### src/design/sssa_pkg.sv
// Shared constants, codes and types of the scoped stack slot allocator.
package sssa_pkg;

  localparam int MAX_SLOTS  = 64;
  localparam int MAX_LEVELS = 16;
  localparam int SLOT_AW    = $clog2(MAX_SLOTS);
  localparam int SLOT_CW    = $clog2(MAX_SLOTS + 1);
  localparam int LVL_AW     = (MAX_LEVELS > 1) ? $clog2(MAX_LEVELS) : 1;
  localparam int LVL_CW     = $clog2(MAX_LEVELS + 1);

  localparam int OFF_W  = 21;
  localparam int SIZE_W = 7;
  localparam int CNT_W  = 13;
  localparam int PROD_W = SIZE_W + CNT_W;
  localparam int BYTE_W = 19;
  localparam int WIDE_W = 24;
  localparam int MAG_W  = 23;

  localparam logic [2:0] FN_PUSH  = 3'd0;
  localparam logic [2:0] FN_FREE  = 3'd1;
  localparam logic [2:0] FN_LAST  = 3'd2;
  localparam logic [2:0] FN_OPEN  = 3'd3;
  localparam logic [2:0] FN_CLOSE = 3'd4;
  localparam logic [2:0] FN_FIND  = 3'd5;

  localparam logic [2:0] ST_OK        = 3'd0;
  localparam logic [2:0] ST_NOT_FOUND = 3'd1;
  localparam logic [2:0] ST_EMPTY     = 3'd2;
  localparam logic [2:0] ST_FULL      = 3'd3;
  localparam logic [2:0] ST_OVERFLOW  = 3'd4;
  localparam logic [2:0] ST_NO_LEVEL  = 3'd5;

  typedef struct packed {
    logic [OFF_W-1:0]  off;
    logic [SIZE_W-1:0] size;
    logic [CNT_W-1:0]  cnt;
  } slot_t;

endpackage

### src/design/sssa_slot_ram.sv
// Slot table memory with one write port and one registered read port.
module sssa_slot_ram (
  input  logic                        clk_i,
  input  logic                        we_i,
  input  logic [sssa_pkg::SLOT_AW-1:0] waddr_i,
  input  sssa_pkg::slot_t             wdata_i,
  input  logic [sssa_pkg::SLOT_AW-1:0] raddr_i,
  output sssa_pkg::slot_t             rdata_o
);

  sssa_pkg::slot_t mem [sssa_pkg::MAX_SLOTS];

  always_ff @(posedge clk_i) begin
    if (we_i) begin
      mem[waddr_i] <= wdata_i;
    end
  end

  always_ff @(posedge clk_i) begin
    rdata_o <= mem[raddr_i];
  end

endmodule

### config.mk
export PLATFORM = sky130hd
export DESIGN_NAME = sssa_slot_ram
export DESIGN_NICKNAME = d
export VERILOG_FILES = /design/src/design/sssa_pkg.sv /design/src/design/sssa_slot_ram.sv
export SDC_FILE = /design/constraint.sdc
export NUM_CORES = 2
export LEC_CHECK = 0
export BUFFER_PORTS_ARGS = -buffer_cell sky130_fd_sc_hd__clkbuf_2
export CAP_MARGIN = 20
export CELL_PAD_IN_SITES_DETAIL_PLACEMENT = 1
export CELL_PAD_IN_SITES_GLOBAL_PLACEMENT = 2
export CORE_ASPECT_RATIO = 0.8
export CORE_MARGIN = 2
export CORE_UTILIZATION = 45
export CTS_CLUSTER_SIZE = 12
export DETAILED_ROUTE_END_ITERATION = 10
export HOLD_SLACK_MARGIN = 0.12
export PLACE_DENSITY_LB_ADDON = 0.1
export SYNTH_ARGS = -nofsm -noshare
export SYNTH_HDL_FRONTEND = slang
export SYNTH_SLANG_ARGS = --single-unit
### constraint.sdc
create_clock -name clk_i -period 14.03 [get_ports clk_i]
set_input_delay 2.806 -clock clk_i [delete_from_list [all_inputs] [get_ports clk_i]]
set_output_delay 2.806 -clock clk_i [all_outputs]
set_load 0.005 [all_outputs]
==> impl_metrics.yaml <==
run_status:
  outcome: "finished clean"
setup_path:
  worst_path_arrival_time_ns: 6.88
  endpoint_of_the_worst_slack_reg_to_reg_timing_path: "rdata_o[28]"
  critPathRequiredTime_ns: 14.74
  worstPathMaxFanout: 90
  startpoint_type: "input pin"
  r2r-start: "mem[43][28]"
  endpoint_kind_of_the_worst_setup_timing_path: "flip-flop"
  rrSetupSlack_ns: 11.75
  setup.worst_path.start: "raddr_i[0]"
  r2r_cells: 5
  critical_path_type: "input pin to flip-flop"
power_and_ir_drop:
  clockPowerShare_pct: 41.4
  power.share.combinational_pct: 4.7
  switching_power_uw: 3486
  p_sw_share_pct: 21.19
  maximum_vdd_drop_mv: 0.09220
  leakage_uw: 0.03487
  power.share.sequential_pct: 53.8
  power.density_cell_area_nw_per_um2: 145.2
  power.internal_uw: 12960
drt:
  totalWireLength_um: 291700
  route.detailed.drc: 0
  num_vias: 47840
  drt-vias-per-instance: 6.233
  drt_pre_antenna_iters: 5
  antenna_violating_nets_post_route: 0
  route.detailed.wl_per_inst_um: 38.00
  drt-initial-drc-count: 6179
clocking:
  clk_pin_slew_worst_paths_ns: 0.06
  clock_buffer_depth: 4
  cts_hold_buffers: 0
  cts.sinks: 2665
  cts.repair_timing.setup_buffer_count: 0
  ctsRootBufferMaster: "sky130_fd_sc_hd__clkbuf_16"
  numCtsBuffers: 279
  tritoncts: "built"
  number_of_resized_instances_in_the_post_cts_repair_step: 0
  clk_latency_ns: 0.85
  cts_max_level: 5
synthesis:
  synth_ff_type: "sky130_fd_sc_hd__edfxtp_1"
  ys_warn_count: 0
  synth.distinct_cells: 37
  post_synth_and_or_nand_nor_area_fraction_pct: 0.9574
  avgSynthCellArea_um2: 23.69
  area_fraction_in_compound_gates_after_synthesis_pct: 2.965
  synth_xor_xnor_area_share_pct: 0
  mappedNetlistArea_um2: 100100
  synth_top_family_by_area: "multiplexers"
  muxShareOfSynthArea_pct: 15.21
  synth_seq_cells: 2665
  synth_sequential_area_ratio_pct: 79.53
  mappedNetlistNets: 4281
  synth_enable_flop_cells: 2624
  fraction_of_synthesis_flops_using_an_asynchronous_set_or_reset_pin_pct: 0
  syn_inst: 4226
  synthAdderAreaFrac_pct: 0
place:
  post_dp_cell_area_um2: 104800
  routabilityCongestion: 0.7476
  dpl.hpwl_um: 152600
  place.port_buffers: 95
global_route:
  grt_remaining_overflow: 0
  grt_max_degree: 106
  global_route.usage.total_pct: 25.83
  grt_pass1_vias: 48910
  first_pass_grt_wire_length_um: 402700
  initial_antenna_violation_count: 17
sta:
  grt_setup_unrepaired: "false"
  layout_min_cycle_time_ns: 6.164
  setup_viol: 0
  layout_worst_path_cycle_share_pct: 43.94
  max_freq_mhz: 162.2
  timing.setup.tns_ns: 0
  worst_hold_slack_ns: 0.8871
  finalHoldViolCount: 0
  clock_skew_ns: 0.03050
  timing.final.max_slew_violations: 0
  max-slew-margin-rel_pct: 21.92
  transition_at_the_pin_with_the_smallest_max_transition_slack_ns: 1.171
floorplanning:
  fp.dieArea_um2: 226300
  core_area_um2: 220600
  design.portCount: 96
  initial_utilization_pct: 45.38
  core.rowCount: 154
  width_of_the_die_um: 531.3
  die_h_um: 425.9
cells_and_area:
  n_fill_cell: 18720
  utilization_pct: 51.35
  syn_to_final_growth_pct: 13.16
  post-route-cell-area_um2: 113300
  drive_gt1_share_pct: 28.27
  layout_nets: 4589
hold_path:
  hp-start: "mem[6][11]"
  worst_hold_path.endpoint: "rdata_o[11]"
  number_of_instances_on_the_worst_hold_path: 5
  hold_class: "flip-flop to flip-flop"
job:
  maxCapViolCount: 0
==> logic make-up after synthesis <==
group | count (synthesis)
DFF | 2665
and+or+nand+nor | 209
AOI/OAI and AO/OA | 406
muxes | 703
buffers and inverters | 243
==> worst max-delay path, cell delays in order <==
cell and delay [ns]:
sky130_fd_sc_hd__buf_8 0.49, sky130_fd_sc_hd__buf_12 0.62, sky130_fd_sc_hd__buf_4 0.80, sky130_fd_sc_hd__mux4_2 0.61
sky130_fd_sc_hd__a22o_1 0.24, sky130_fd_sc_hd__nor3_1 0.69, sky130_fd_sc_hd__a311oi_1 0.14, sky130_fd_sc_hd__buf_2 0.24
==> cells in the mapped netlist, types with 8 or more instances <==
cell | instances | area (µm²)
sky130_fd_sc_hd__edfxtp_1 | 2624 | 78800
sky130_fd_sc_hd__mux4_2 | 654 | 14730
sky130_fd_sc_hd__nor2_1 | 114 | 427.9
sky130_fd_sc_hd__o22ai_1 | 93 | 581.8
sky130_fd_sc_hd__clkbuf_1 | 86 | 322.8
sky130_fd_sc_hd__buf_2 | 72 | 360.4
sky130_fd_sc_hd__a221oi_1 | 71 | 621.9
sky130_fd_sc_hd__a22o_1 | 70 | 613.1
sky130_fd_sc_hd__a21oi_1 | 67 | 335.3
sky130_fd_sc_hd__buf_4 | 45 | 337.8
sky130_fd_sc_hd__a22oi_1 | 44 | 330.3
sky130_fd_sc_hd__mux2i_1 | 44 | 440.4
sky130_fd_sc_hd__dfxtp_1 | 41 | 820.8
sky130_fd_sc_hd__o221ai_1 | 26 | 227.7
sky130_fd_sc_hd__buf_6 | 21 | 236.5
sky130_fd_sc_hd__buf_1 | 18 | 67.56
sky130_fd_sc_hd__nor3_1 | 18 | 90.09
sky130_fd_sc_hd__nand2_1 | 17 | 63.81
sky130_fd_sc_hd__nand3_1 | 14 | 70.07
sky130_fd_sc_hd__nor2b_1 | 13 | 81.33
sky130_fd_sc_hd__a211oi_1 | 11 | 82.58
sky130_fd_sc_hd__a311oi_1 | 11 | 96.34
sky130_fd_sc_hd__o21ai_0 | 11 | 55.05
sky130_fd_sc_hd__nand2b_1 | 8 | 50.05
==> state kept, by name, indices dropped and copies added, names as in the netlist <==
register	cells
mem	2624
rdata_o	41
==> worst max path at each step <==
stage,to,slack (ns),cells past startpoint
final,rdata_o[28],7.87,8
after global routing,rdata_o[28],7.58,8
after CTS,rdata_o[28],7.82,8
after detailed placement,rdata_o[28],6.90,8
after global placement,rdata_o[28],6.43,8
after floorplan,mem[48][0],7.43,4
==> power by group through the flow <==
| stage | sequential [µW] | combinational, µW | clock, µW |
|---|---|---|---|
| finish | 8850 | 781 | 6810 |
| global route | 8850 | 832 | 7210 |
| CTS | 8860 | 779 | 6930 |
| detailed placement | 9030 | 778 | 0 |
| global placement | 9020 | 760 | 0 |
| floorplan | 9000 | 423 | 0 |
==> routing by layer <==
metal | vias to the layer above | part of all wire [%] | GRT usage (%)
met5 | - | 0.0024 | 0
met4 | 2 | 2.5 | 6.877
met3 | 382 | 7.1 | 4.421
met2 | 1925 | 47 | 39.90
met1 | 26610 | 44 | 38.35
li1 | 18920 | - | -
==> layout make-up <==
cell class                      count  area, µm²  share of cell area, %
Timing Repair Buffer              270       2207                  1.948
Clock inverter                     45      280.3                 0.2474
Tap cell                         2964       3709                  3.274
Multi-Input combinational cell   1318      19680                  17.37
Clock buffer                      407       7784                  6.871
Antenna cell                        6      15.01                0.01325
Sequential cell                  2665      79620                  70.28
==> cell usage in the layout (no fill, tap or decap), types with 64 or more instances in the layout <==
cell,n
sky130_fd_sc_hd__a21oi_1,67
sky130_fd_sc_hd__a221oi_1,71
sky130_fd_sc_hd__clkbuf_16,288
sky130_fd_sc_hd__clkbuf_2,91
sky130_fd_sc_hd__a22o_1,70
sky130_fd_sc_hd__o22ai_1,93
sky130_fd_sc_hd__nor2_4,64
sky130_fd_sc_hd__mux4_2,654
sky130_fd_sc_hd__buf_4,147
sky130_fd_sc_hd__edfxtp_1,2624
sky130_fd_sc_hd__clkbuf_1,106
==> through the flow <==
step,setup WS [ns],power [µW],std cells
after floorplan,7.431,9422,4226
after global placement,6.434,9785,7191
after detailed placement,6.904,9804,7199
after CTS,7.821,16570,7651
after global routing,7.581,16900,7672
final,7.866,16450,7675
(Power assumes the default switching activity.)
