<file path="src/design/sssa_pkg.sv">
// Shared constants, codes and types of the scoped stack slot allocator.
package sssa_pkg;

  localparam int MAX_SLOTS  = 64;
  localparam int MAX_LEVELS = 16;
  localparam int SLOT_AW    = $clog2(MAX_SLOTS);
  localparam int SLOT_CW    = $clog2(MAX_SLOTS + 1);
  localparam int LVL_AW     = (MAX_LEVELS > 1) ? $clog2(MAX_LEVELS) : 1;
  localparam int LVL_CW     = $clog2(MAX_LEVELS + 1);

  localparam int OFF_W  = 21;
  localparam int SIZE_W = 7;
  localparam int CNT_W  = 13;
  localparam int PROD_W = SIZE_W + CNT_W;
  localparam int BYTE_W = 19;
  localparam int WIDE_W = 24;
  localparam int MAG_W  = 23;

  localparam logic [2:0] FN_PUSH  = 3'd0;
  localparam logic [2:0] FN_FREE  = 3'd1;
  localparam logic [2:0] FN_LAST  = 3'd2;
  localparam logic [2:0] FN_OPEN  = 3'd3;
  localparam logic [2:0] FN_CLOSE = 3'd4;
  localparam logic [2:0] FN_FIND  = 3'd5;

  localparam logic [2:0] ST_OK        = 3'd0;
  localparam logic [2:0] ST_NOT_FOUND = 3'd1;
  localparam logic [2:0] ST_EMPTY     = 3'd2;
  localparam logic [2:0] ST_FULL      = 3'd3;
  localparam logic [2:0] ST_OVERFLOW  = 3'd4;
  localparam logic [2:0] ST_NO_LEVEL  = 3'd5;

  typedef struct packed {
    logic [OFF_W-1:0]  off;
    logic [SIZE_W-1:0] size;
    logic [CNT_W-1:0]  cnt;
  } slot_t;

endpackage

</file>
<file path="src/design/sssa_rem.sv">
// Bit-serial remainder unit: magnitude modulo element size, one bit per cycle.
module sssa_rem (
  input  logic                         clk_i,
  input  logic                         rst_ni,
  input  logic                         start_i,
  input  logic [sssa_pkg::MAG_W-1:0]   dividend_i,
  input  logic [sssa_pkg::SIZE_W-1:0]  divisor_i,
  output logic                         done_o,
  output logic [sssa_pkg::SIZE_W-1:0]  rem_o
);

  logic [sssa_pkg::MAG_W-1:0]  quo_q;
  logic [sssa_pkg::SIZE_W:0]   rem_q;
  logic [sssa_pkg::SIZE_W-1:0] div_q;
  logic [4:0]                  cnt_q;
  logic                        busy_q;
  logic                        done_q;
  logic [sssa_pkg::SIZE_W:0]   trial;
  logic [sssa_pkg::SIZE_W:0]   rem_d;

  always_comb begin
    trial = {rem_q[sssa_pkg::SIZE_W-1:0], quo_q[sssa_pkg::MAG_W-1]};
    if (trial >= {1'b0, div_q}) begin
      rem_d = trial - {1'b0, div_q};
    end else begin
      rem_d = trial;
    end
  end

  always_ff @(posedge clk_i or negedge rst_ni) begin
    if (!rst_ni) begin
      busy_q <= 1'b0;
      done_q <= 1'b0;
      cnt_q  <= '0;
    end else begin
      done_q <= 1'b0;
      if (start_i) begin
        busy_q <= 1'b1;
        cnt_q  <= '0;
      end else if (busy_q) begin
        cnt_q <= cnt_q + 5'd1;
        if (cnt_q == 5'(sssa_pkg::MAG_W - 1)) begin
          busy_q <= 1'b0;
          done_q <= 1'b1;
        end
      end
    end
  end

  always_ff @(posedge clk_i) begin
    if (start_i) begin
      quo_q <= dividend_i;
      rem_q <= '0;
      div_q <= divisor_i;
    end else if (busy_q) begin
      quo_q <= {quo_q[sssa_pkg::MAG_W-2:0], 1'b0};
      rem_q <= rem_d;
    end
  end

  assign done_o = done_q;
  assign rem_o  = rem_q[sssa_pkg::SIZE_W-1:0];

endmodule

</file>
<file path="config.mk">
export PLATFORM = sky130hd
export DESIGN_NAME = sssa_rem
export DESIGN_NICKNAME = d
export VERILOG_FILES = /design/src/design/sssa_pkg.sv /design/src/design/sssa_rem.sv
export SDC_FILE = /design/constraint.sdc
export NUM_CORES = 1
export LEC_CHECK = 0
export ABC_AREA = 1
export BUFFER_PORTS_ARGS = -buffer_cell sky130_fd_sc_hd__buf_2
export CAP_MARGIN = 0
export CORE_ASPECT_RATIO = 0.9
export CORE_UTILIZATION = 53
export DETAILED_ROUTE_END_ITERATION = 7
export GPL_TIMING_DRIVEN = 0
export MAX_ROUTING_LAYER = met4
export PLACE_DENSITY_LB_ADDON = 0.15
export SKIP_LAST_GASP = 1
export SLEW_MARGIN = 15
export SYNTH_ARGS = -nofsm -noshare
export SYNTH_HDL_FRONTEND = slang
export SYNTH_SLANG_ARGS = --single-unit
</file>
<file path="constraint.sdc">
create_clock -name clk_i -period 3 [get_ports clk_i]
set_input_delay 0.3 -clock clk_i [delete_from_list [all_inputs] [get_ports clk_i]]
set_output_delay 0.3 -clock clk_i [all_outputs]
set_load 0.02 [all_outputs]
</file>
==> results.sh, run 1 <==
export IMPL_fmax_ghz=0.4752
export IMPL_cp_slowest_cell="fa_1"
export IMPL_worst_path_most_repeated_cell="nand3_1"
export IMPL_clkLatencyLatePin_ns=0.30
export IMPL_skew_ns=0.008694
export IMPL_clock_path_buffers=2
export IMPL_peakVddDrop_uv=387.0
export IMPL_hold_path_class="in2reg"
export IMPL_drt_iter0_markers=120
export IMPL_clockPowerShare_pct=19.7
export IMPL_path_max_fanout=7
export IMPL_period_share_pct=70.15
export IMPL_totalNegativeSetupSlack_ns=0
export IMPL_p_seq_share_pct=42.5
export IMPL_start_util_pct=57.14
export IMPL_antenna_found_initial=0
export IMPL_core_area_sq_um=3862
export IMPL_fillers=348
export IMPL_switchingPower_mw=0.6900
export IMPL_critPathKind="reg2reg"
export IMPL_place_gp_congestion=0.8558
export IMPL_final_antenna_net_count=0
export IMPL_critPathMaxStageDelay_ns=0.43
export IMPL_synth_avg_cell_area_sq_um=8.828
export IMPL_synth_edff_count=30
export IMPL_io_buffers=40
export IMPL_clk_pin_slew_ns=0.09
export IMPL_ys_seq_elements=44
export IMPL_synthesis_nets=293
export IMPL_cts_root_buf="clkbuf_8"
export IMPL_critPathLaunchType="register"
export IMPL_dr_pass1_iters=4
export IMPL_internal_power_mw=1.176
export IMPL_cp_cell_sequence="inv_1, ha_1, inv_1, fa_1, nand3_1, nand3_1, o21ai_2, nand3b_1, nand3_1, nand2_1"
export IMPL_ios=41
export IMPL_grt_overflow=0
export IMPL_yosysWarningCount=0
export IMPL_cts_sinks=44
export IMPL_drive_gt1_share_pct=18.06
export IMPL_switching_share_pct=36.97
export IMPL_layout_nets=341
export IMPL_synthCells=250
export IMPL_slew_headroom_pct=41.71
export IMPL_netlist_area_sq_um=2207
export IMPL_report_final_slew_viol_count=0
export IMPL_grt_setup_unrepaired="false"
export IMPL_areaGrowthSynthToFinish_pct=15.99
export IMPL_cts_inserted_buffers=5
export IMPL_dpl_cell_area_sq_um=2465
export IMPL_cts_tree="done"
export IMPL_dieArea_sq_um=4427
export IMPL_synth_main_ff_cell="edfxtp_1"
export IMPL_htree_levels=2
export IMPL_antenna_cells=0
export IMPL_wirelength_microns=4014
export IMPL_grt_pass1_wl_microns=6927
export IMPL_die_w_microns=70.02
export IMPL_min_period_ns=2.104
export IMPL_maxCapViolations=0
export IMPL_grt_max_degree=25
export IMPL_yosysSeqAreaShare_pct=55.10
export IMPL_grt_pass1_vias=1611
export IMPL_ctsResizeCount=0
export IMPL_power_leakage_nw=1.317
export IMPL_ys_async_sr_fraction_pct=15.91
export IMPL_power_density_nw_per_um2=729.1
export IMPL_drc_errors=0
export IMPL_worst_setup_path_end_kind="register"
export IMPL_track_usage_pct=20.60
export IMPL_die_h_microns=63.22
export IMPL_finalSetupViolCount=0
export IMPL_arrival_ns=2.29
export IMPL_final_area_sq_um=2560
export IMPL_post_dp_hpwl_microns=2888
export IMPL_vias=1744
export IMPL_avgRoutedWirePerCell_microns=11.63
export IMPL_drt_vias_per_instance=5.055
export IMPL_finalHoldViolCount=0
export IMPL_status="finished clean"
export IMPL_synth_cell_types=25
export IMPL_p_comb_share_pct=37.8
export IMPL_tightest_slew_ns=0.8734
export IMPL_fp_row_count=21
export IMPL_cp_data_required_time_ns=3.19
==> cell usage in the layout (no fill, tap or decap), types with 2 or more instances in the layout <==
cell / n
nor3_1: 3
nand3_1: 18
nand2_1: 113
edfxtp_1: 30
xnor2_1: 2
buf_2: 41
clkbuf_8: 5
dfrtp_1: 7
nand4_1: 4
clkbuf_1: 4
inv_1: 28
a21oi_1: 4
nand3b_1: 5
nor2_2: 2
nor2_1: 4
dfxtp_1: 7
ha_1: 9
o21ai_0: 2
==> Yosys cell counts (3+ instances only) <==
cell	instances	area [sq um]
nand4_1	4	25.02
a21oi_1	4	20.02
clkbuf_1	3	11.26
edfxtp_1	30	900.9
inv_1	28	105.1
nor3_1	3	15.01
dfrtp_1	7	175.2
dfxtp_1	7	140.1
nor2_1	4	15.01
nand3b_1	5	37.54
nand3_1	18	90.09
nand2_1	113	424.2
ha_1	9	112.6
==> area by class of cell <==
type                       instances  area [sq um]  share of cell area, %
tap                               46         57.56                  2.248
clock buffer                       6         72.57                  2.835
timing repair buffer              41         210.2                  8.211
buffer                             5         20.02                 0.7820
multi-input combinational        173         865.8                  33.82
inverter                          28         105.1                  4.106
sequential                        44          1216                  47.51
clock inverter                     2         12.51                 0.4888
==> power groups by stage <==
stage               clock [mW]  sequential (mW)  combinational, mW
floorplan                    0            0.848              0.482
global placement             0            0.805              0.679
detailed placement           0            0.806              0.700
CTS                      0.370            0.794              0.703
global route             0.391            0.806              0.797
finish                   0.367            0.794              0.705
==> cell families after synthesis <==
group / synth area share, %
simple gates: 29.59
flops: 55.10
buf+inv: 5.668
fa+ha+maj: 6.009
compound gates: 2.835
xor+xnor: 0.7938
==> final timing paths <==
| kind | from | to | slack, ns | depth (start not counted) |
|---|---|---|---|---|
| max | quo_q[22] | rem_q[2] | 0.90 | 10 |
| min | divisor_i[5] | div_q[5] | 0.17 | 1 |
| max reg2reg | quo_q[22] | rem_q[2] | 0.90 | 10 |
| min reg2reg | rem_q[6] | rem_q[6] | 0.49 | 2 |
| max in group asynchronous | rst_ni | cnt_q[2] | 2.47 | 2 |
| min in group asynchronous | rst_ni | cnt_q[3] | 0.36 | 2 |
==> registers in the layout, summed over array words and instances (netlist names) <==
name,flops
quo_q,23
div_q,7
rem_q,7
cnt_q,5
busy_q,1
done_o,1
==> timing repair <==
action / CTS / global route
endpoints found under the setup margin: 0 / 0
hold endpoints to repair: 7 / 0
setup buffers: 0 / 0
hold buffers: 1 / 0
==> through the flow <==
step / setup slack (ns) / utilization [%] / hold WS, ns / std cells / total power [mW]
5_1_grt: 0.7020 / 66.28 / 0.1622 / 345 / 1.994
3_3_place_gp: 0.9652 / 63.82 / 0.1381 / 336 / 1.484
3_5_place_dp: 0.9337 / 63.82 / 0.1419 / 336 / 1.507
6_report: 0.8956 / 66.28 / 0.1689 / 345 / 1.866
4_1_cts: 0.9272 / 66.28 / 0.1656 / 345 / 1.868
2_1_floorplan: 1.230 / - / 0.004409 / 250 / 1.330
==> critical path: cells and delay by family, from the launching register on <==
kind	cells	cell delay [ns]
buffers and inverters	2	0.15
adders and majority gates	2	0.57
DFF	1	0.36
AOI/OAI and AO/OA	1	0.35
and+or+nand+nor	5	0.56
==> layer usage <==
layer	GRT usage (%)	vias up	routed length [microns]	share of wire, %
met2	30.89	47	1809	45
met1	27.44	788	1938	48
met3	4.320	8	204	5.1
met5	-	-	0	0
met4	8.500	0	62	1.5
li1	-	901	-	-
No activity file was read; power rests on OpenSTA's default activity.
==> inputs of run 2 (changes only) <==
--- a/config.mk
+++ b/config.mk
@@ -5,11 +5,11 @@
 export SDC_FILE = /design/constraint.sdc
 export NUM_CORES = 1
 export LEC_CHECK = 0
-export ABC_AREA = 1
+export ABC_AREA = 0
 export BUFFER_PORTS_ARGS = -buffer_cell sky130_fd_sc_hd__buf_2
 export CAP_MARGIN = 0
 export CORE_ASPECT_RATIO = 0.9
-export CORE_UTILIZATION = 53
+export CORE_UTILIZATION = 50
 export DETAILED_ROUTE_END_ITERATION = 7
 export GPL_TIMING_DRIVEN = 0
 export MAX_ROUTING_LAYER = met4
==> constraint.sdc (replaced) <==
create_clock -name clk_i -period 1.9 [get_ports clk_i]
set_input_delay 0.19 -clock clk_i [delete_from_list [all_inputs] [get_ports clk_i]]
set_output_delay 0.19 -clock clk_i [all_outputs]
set_load 0.02 [all_outputs]
==> run 2 against run 1 <==
Against the previous run:
- core utilization decreased by 0.62 points
- highest routed layer unchanged
- non-clock buffer count grew 8
- clock-buffer cell count is 1 lower
- sequential power is 56% higher
- sequential cell count unchanged
- critical path type unchanged
==> results.sh, run 2 <==
export IMPL_synth_top_area_cell="edfxtp_1"
export IMPL_internal_power_mw=2.006
export IMPL_clk_pin_slew_ns=0.09
export IMPL_place_gp_congestion=0.8886
export IMPL_dieArea_sq_um=4782
export IMPL_final_antenna_net_count=0
export IMPL_tightest_slew_ns=0.5554
export IMPL_core_area_sq_um=4212
export IMPL_cp_data_required_time_ns=2.10
export IMPL_cts_inserted_buffers=5
export IMPL_drt_iter0_markers=92
export IMPL_fillers=344
export IMPL_track_usage_pct=20.58
export IMPL_drc_errors=0
export IMPL_finalHoldViolCount=0
export IMPL_yosysWarningCount=0
export IMPL_grt_met3_usage_pct=4.755
export IMPL_clockPowerShare_pct=24.7
export IMPL_finalWorstSetupSlack_ns=0.00005507
export IMPL_grt_overflow=0
export IMPL_dr_pass1_iters=4
export IMPL_totalNegativeSetupSlack_ns=0
export IMPL_finalSetupViolCount=0
export IMPL_rrSetupSlack_ns=0.00006
export IMPL_grt_setup_unrepaired="true"
export IMPL_p_comb_share_pct=33.7
export IMPL_report_final_slew_viol_count=0
export IMPL_critPathLaunchType="register"
export IMPL_dpl_cell_area_sq_um=2530
export IMPL_path_max_fanout=5
export IMPL_io_buffers=40
export IMPL_synth_edff_count=30
export IMPL_worstSetupEndpoint="rem_q[2]"
export IMPL_antenna_found_initial=0
export IMPL_synth_avg_cell_area_sq_um=12.12
export IMPL_p_seq_share_pct=41.6
export IMPL_cp_slowest_cell="or4_4"
export IMPL_gr_max_usage_layer="met2"
export IMPL_switchingPower_mw=0.9642
export IMPL_top_register="quo_q"
export IMPL_worst_setup_path_end_kind="register"
export IMPL_r2r_end="rem_q[2]"
export IMPL_skew_ns=0.005749
export IMPL_ios=41
export IMPL_reg_top3="quo_q: 23 flops, div_q: 7 flops, rem_q: 7 flops"
export IMPL_die_h_microns=65.71
export IMPL_fmax_ghz=0.5263
export IMPL_layout_area_seq_sq_um=1216
export IMPL_p_total_mw=2.971
export IMPL_synthTopCellsByArea="edfxtp_1, mux2_2, dfrtp_1"
export IMPL_pre_cts_slack_ns=-0.2269
export IMPL_cts_tree="done"
export IMPL_post_dp_hpwl_microns=3148
export IMPL_final_util_pct=65.66
export IMPL_arrival_ns=2.10
export IMPL_clock_path_buffers=2
export IMPL_wirelength_microns=4391
export IMPL_period_share_pct=100.0
export IMPL_start_util_pct=53.54
export IMPL_netlist_area_sq_um=2255
export IMPL_grt_use_met2_pct=33.64
export IMPL_status="finished clean"
export IMPL_r2r_cells=8
export IMPL_maxCapViolations=0
export IMPL_grt_pass1_vias=1560
export IMPL_htree_levels=2
export IMPL_peakVddDrop_uv=536.7
export IMPL_slew_headroom_pct=62.97
export IMPL_synthesis_nets=229
export IMPL_die_w_microns=72.79
export IMPL_antenna_cells=0
export IMPL_power_leakage_nw=1.136
export IMPL_largest_register_ffs=23
export IMPL_multi_input_area_sq_um=1041
export IMPL_synth_main_ff_cell="edfxtp_1"
export IMPL_min_period_ns=1.900
export IMPL_layout_common_cells="buf_2, edfxtp_1, mux2_2"
export IMPL_layout_commonest_cell="buf_2"
export IMPL_clkLatencyLatePin_ns=0.30
export IMPL_areaGrowthSynthToFinish_pct=22.64
export IMPL_hold_path_class="in2reg"
export IMPL_critPathKind="reg2reg"
export IMPL_drive_gt1_share_pct=41.42
export IMPL_yosysMostFrequentCell="edfxtp_1"
export IMPL_cts_sinks=44
export IMPL_ys_seq_elements=44
export IMPL_cp_cell_sequence="inv_1, ha_2, inv_2, fa_2, nand3_4, a31oi_4, or4_4, o311ai_2"
export IMPL_synth_commonest_cells="edfxtp_1, mux2_2, nor2_1"
export IMPL_vias=1622
export IMPL_avgRoutedWirePerCell_microns=14.69
export IMPL_ys_async_sr_fraction_pct=15.91
export IMPL_yosysTopAreaCellShare_pct=39.96
export IMPL_power_density_nw_per_um2=1074
export IMPL_switching_share_pct=32.46
export IMPL_final_area_sq_um=2765
export IMPL_grt_max_degree=24
export IMPL_crit_start="quo_q[22]"
export IMPL_critPathMaxStageDelay_ns=0.44
export IMPL_fp_row_count=22
export IMPL_synthCells=186
export IMPL_yosysSeqAreaShare_pct=53.94
export IMPL_min_from="divisor_i[4]"
export IMPL_grt_pass1_wl_microns=7107
export IMPL_synth_cell_types=48
export IMPL_layout_nets=281
export IMPL_drt_vias_per_instance=5.425
export IMPL_cts_root_buf="clkbuf_8"
export IMPL_use_met1_pct=25.30
export IMPL_r2r_start="quo_q[22]"
==> run 2: cell count changes in the layout (fill, tap and decap cells not counted), moves of 3 or more <==
cell and delta:
mux2_2 +23, inv_1 -18, nor3b_1 +4, a21oi_1 -4, a31oi_1 +4, nand3b_1 -4
nand2_1 -102, ha_1 -3, nor2_1 +10, nand3_1 -16, ha_2 +3, buf_4 +4
xor2_1 +3
==> run 2: how the worst min path moves through the flow <==
stage / to / slack (ns) / cells after the start
after floorplan: busy_q / -0.11 / 0
after global placement: cnt_q[1] / 0.02 / 1
after detailed placement: cnt_q[0] / 0.03 / 1
after CTS: div_q[4] / 0.06 / 1
after global routing: div_q[0] / 0.07 / 1
final: div_q[4] / 0.06 / 1
==> run 2: logic make-up after synthesis <==
family / share of synthesized area, %
flip-flops: 53.94
AND/OR/NAND/NOR: 12.76
multiplexers: 11.93
buffers and inverters: 3.440
XOR/XNOR: 2.719
adder cells (fa/ha/maj): 5.882
AO/OA/AOI/OAI: 9.322
==> run 2: what timing repair did <==
action | CTS | global route
setup buffers | 2 | 2
hold endpoints to repair | 7 | 0
resized for setup | 10 | 6
setup endpoints to repair | 5 | 4
hold buffers | 1 | 0
pin swaps | 3 | 8
==> run 2: worst max-delay path, delay by kind of cell (launching register included) <==
family          cells  cell delay, ns
buf+inv             2            0.11
flops               1            0.39
compound gates      2            0.21
simple gates        2            0.56
fa+ha+maj           2            0.55
==> run 2: power by group through the flow <==
| stage | clock network, mW | registers, mW | logic (mW) |
|---|---|---|---|
| global placement | 0 | 1.24 | 0.832 |
| finish | 0.734 | 1.24 | 1.00 |
| detailed placement | 0 | 1.25 | 0.861 |
| floorplan | 0 | 1.29 | 0.590 |
| global route | 0.772 | 1.25 | 1.09 |
| CTS | 0.737 | 1.23 | 0.958 |
==> run 2: area by class of cell <==
cell class / count / area share, %
Sequential cell: 44 / 43.98
Tap cell: 60 / 2.715
Clock buffer: 5 / 2.489
Clock inverter: 3 / 1.674
Inverter: 11 / 1.493
Timing Repair Buffer: 45 / 8.688
Multi-Input combinational cell: 122 / 37.65
Buffer: 9 / 1.312
==> run 2: per-layer routing <==
metal  part of all wire [%]  vias up
met1                     45      756
li1                       -      794
met4                    1.6        0
met5                      0        -
met3                    5.1       10
met2                     48       62
==> run 2: metrics by stage <==
| step | hold slack [ns] | cells |
|---|---|---|
| after floorplan | -0.1056 | 186 |
| after global placement | 0.02353 | 286 |
| after detailed placement | 0.03140 | 286 |
| after CTS | 0.06236 | 297 |
| after global routing | 0.06627 | 299 |
| final | 0.06379 | 299 |
==> inputs of run 3 (changes only) <==
--- a/config.mk
+++ b/config.mk
@@ -5,12 +5,12 @@
 export SDC_FILE = /design/constraint.sdc
 export NUM_CORES = 1
 export LEC_CHECK = 0
-export ABC_AREA = 0
+export ABC_AREA = 1
 export BUFFER_PORTS_ARGS = -buffer_cell sky130_fd_sc_hd__buf_2
 export CAP_MARGIN = 0
-export CORE_ASPECT_RATIO = 0.9
-export CORE_UTILIZATION = 50
+export CORE_UTILIZATION = 49
 export DETAILED_ROUTE_END_ITERATION = 7
+export GPL_ROUTABILITY_DRIVEN = 0
 export GPL_TIMING_DRIVEN = 0
 export MAX_ROUTING_LAYER = met4
 export PLACE_DENSITY_LB_ADDON = 0.15
==> run 3 against run 2 <==
Against the previous run:
- power rose by 2.1%
- clock-buffer cell count stayed put
- die area down 0.11%
- critical endpoint is now rem_q[3]
==> results.sh, run 3 (synthesized netlist as in run 1, its figures left out) <==
export IMPL_largest_register_ffs=23
export IMPL_power_density_nw_per_um2=1144
export IMPL_power_leakage_nw=1.355
export IMPL_clock_path_buffers=2
export IMPL_track_usage_pct=19.05
export IMPL_r2r_start="quo_q[22]"
export IMPL_wirelength_microns=3995
export IMPL_die_w_microns=69.12
export IMPL_min_from="divisor_i[2]"
export IMPL_cts_inserted_buffers=5
export IMPL_layout_common_cells="nand2_1, buf_2, edfxtp_1"
export IMPL_post_dp_hpwl_microns=2810
export IMPL_cts_tree="done"
export IMPL_path_max_fanout=7
export IMPL_top_register="quo_q"
export IMPL_switching_share_pct=36.59
export IMPL_cts_sinks=44
export IMPL_drt_vias_per_instance=4.848
export IMPL_arrival_ns=2.00
export IMPL_finalSetupViolCount=0
export IMPL_critPathKind="reg2reg"
export IMPL_dr_pass1_iters=4
export IMPL_p_seq_share_pct=41.3
export IMPL_htree_levels=2
export IMPL_areaGrowthSynthToFinish_pct=20.07
export IMPL_grt_pass1_wl_microns=6969
export IMPL_tightest_slew_ns=0.8882
export IMPL_whs_ns=0.06331
export IMPL_core_area_sq_um=4354
export IMPL_final_area_sq_um=2650
export IMPL_min_period_ns=1.799
export IMPL_slew_headroom_pct=40.72
export IMPL_totalNegativeSetupSlack_ns=0
export IMPL_layout_nets=345
export IMPL_clkLatencyLatePin_ns=0.30
export IMPL_clk_pin_slew_ns=0.08
export IMPL_fp_row_count=24
export IMPL_fillers=390
export IMPL_status="finished clean"
export IMPL_cts_root_buf="clkbuf_8"
export IMPL_p_comb_share_pct=39.8
export IMPL_final_antenna_net_count=0
export IMPL_hold_path_class="in2reg"
export IMPL_drc_errors=0
export IMPL_antenna_found_initial=0
export IMPL_avgRoutedWirePerCell_microns=11.25
export IMPL_fmax_ghz=0.5560
export IMPL_maxCapViolations=0
export IMPL_vias=1721
export IMPL_dieArea_sq_um=4777
export IMPL_drive_gt1_share_pct=21.78
export IMPL_grt_pass1_vias=1562
export IMPL_crit_start="quo_q[22]"
export IMPL_drt_iter0_markers=75
export IMPL_skew_ns=0.007380
export IMPL_peakVddDrop_uv=551.6
export IMPL_start_util_pct=50.69
export IMPL_grt_max_degree=25
export IMPL_final_util_pct=60.86
export IMPL_finalHoldViolCount=0
export IMPL_switchingPower_mw=1.109
export IMPL_ios=41
export IMPL_grt_setup_unrepaired="true"
export IMPL_report_final_slew_viol_count=0
export IMPL_cp_data_required_time_ns=2.10
export IMPL_io_buffers=40
export IMPL_layout_commonest_cell="nand2_1"
export IMPL_reg_top3="quo_q: 23 flops, div_q: 7 flops, rem_q: 7 flops"
export IMPL_internal_power_mw=1.923
export IMPL_clockPowerShare_pct=18.9
export IMPL_period_share_pct=94.67
export IMPL_worst_setup_path_end_kind="register"
export IMPL_critPathLaunchType="register"
export IMPL_die_h_microns=69.12
export IMPL_grt_overflow=0
export IMPL_antenna_cells=0
export IMPL_dpl_cell_area_sq_um=2472
## run 3: cell types whose count changed in the layout (fill, tap and decap cells not counted), moves of 3 or more
cell and delta:
xnor2_1 -3, nor2_1 -10, nand3b_1 +4, nor3b_1 -4, clkbuf_1 -3, xor2_1 -3
nand3_1 +14, a21oi_1 +4, nand2_1 +102, mux2_2 -23, ha_2 -3, a31oi_1 -4
inv_1 +16
## run 3: through the flow
| step | setup WS [ns] | power (mW) | instances |
|---|---|---|---|
| final | 0.1013 | 3.032 | 355 |
| after global routing | -0.05802 | 3.281 | 355 |
| after CTS | 0.02658 | 2.987 | 352 |
| after detailed placement | -0.1550 | 2.369 | 342 |
| after global placement | -0.1298 | 2.351 | 342 |
| after floorplan | 0.1298 | 2.100 | 250 |
## run 3: critical path, stage by stage, from the launching register on
cell and delay, ns:
edfxtp_1 0.38, inv_2 0.08, ha_4 0.13, inv_4 0.03
fa_2 0.38, nand3_2 0.10, nand3_4 0.09, o21ai_4 0.24
nand3b_1 0.11, nand3_1 0.09, nand2_1 0.05
## run 3: layout make-up
type / instances / area (sq um) / share of cell area (%)
clock inverter: 3 / 18.77 / 0.7082
clock buffer: 5 / 68.82 / 2.597
timing repair buffer: 45 / 240.2 / 9.065
buffer: 5 / 20.02 / 0.7554
sequential: 44 / 1216 / 45.89
inverter: 28 / 107.6 / 4.060
multi-input combinational: 173 / 913.4 / 34.47
tap: 52 / 65.06 / 2.455
## run 3: repair_timing
action | in CTS | in global routing
setup buffers | 1 | 3
hold buffers | 1 | 0
pin swaps | 1 | 5
endpoints found under the hold margin | 7 | 0
gates resized for setup | 3 | 8
setup endpoints to repair | 7 | 7
## run 3: power by group through the flow
stage	logic, mW	clock network [mW]	registers, mW
final	1.21	0.574	1.25
after global routing	1.39	0.622	1.27
after CTS	1.14	0.592	1.25
after detailed placement	1.10	0	1.27
after global placement	1.08	0	1.27
after floorplan	0.761	0	1.34
## run 3: path summary, 6_finish.rpt
check,to,slack [ns],cells past startpoint
min,div_q[2],0.06,1
max reg2reg,rem_q[3],0.10,10
max in group asynchronous,cnt_q[4],1.51,2
min reg2reg,rem_q[5],0.48,2
min in group asynchronous,cnt_q[2],0.23,2
max,rem_q[3],0.10,10
## run 3: per-layer routing
| layer | vias up | wire length [microns] | track usage [%] |
|---|---|---|---|
| met5 | - | 0 | - |
| met4 | 0 | 65 | 8.390 |
| met3 | 6 | 191 | 4.240 |
| met2 | 43 | 1812 | 28.48 |
| met1 | 761 | 1925 | 24.98 |
| li1 | 911 | - | - |
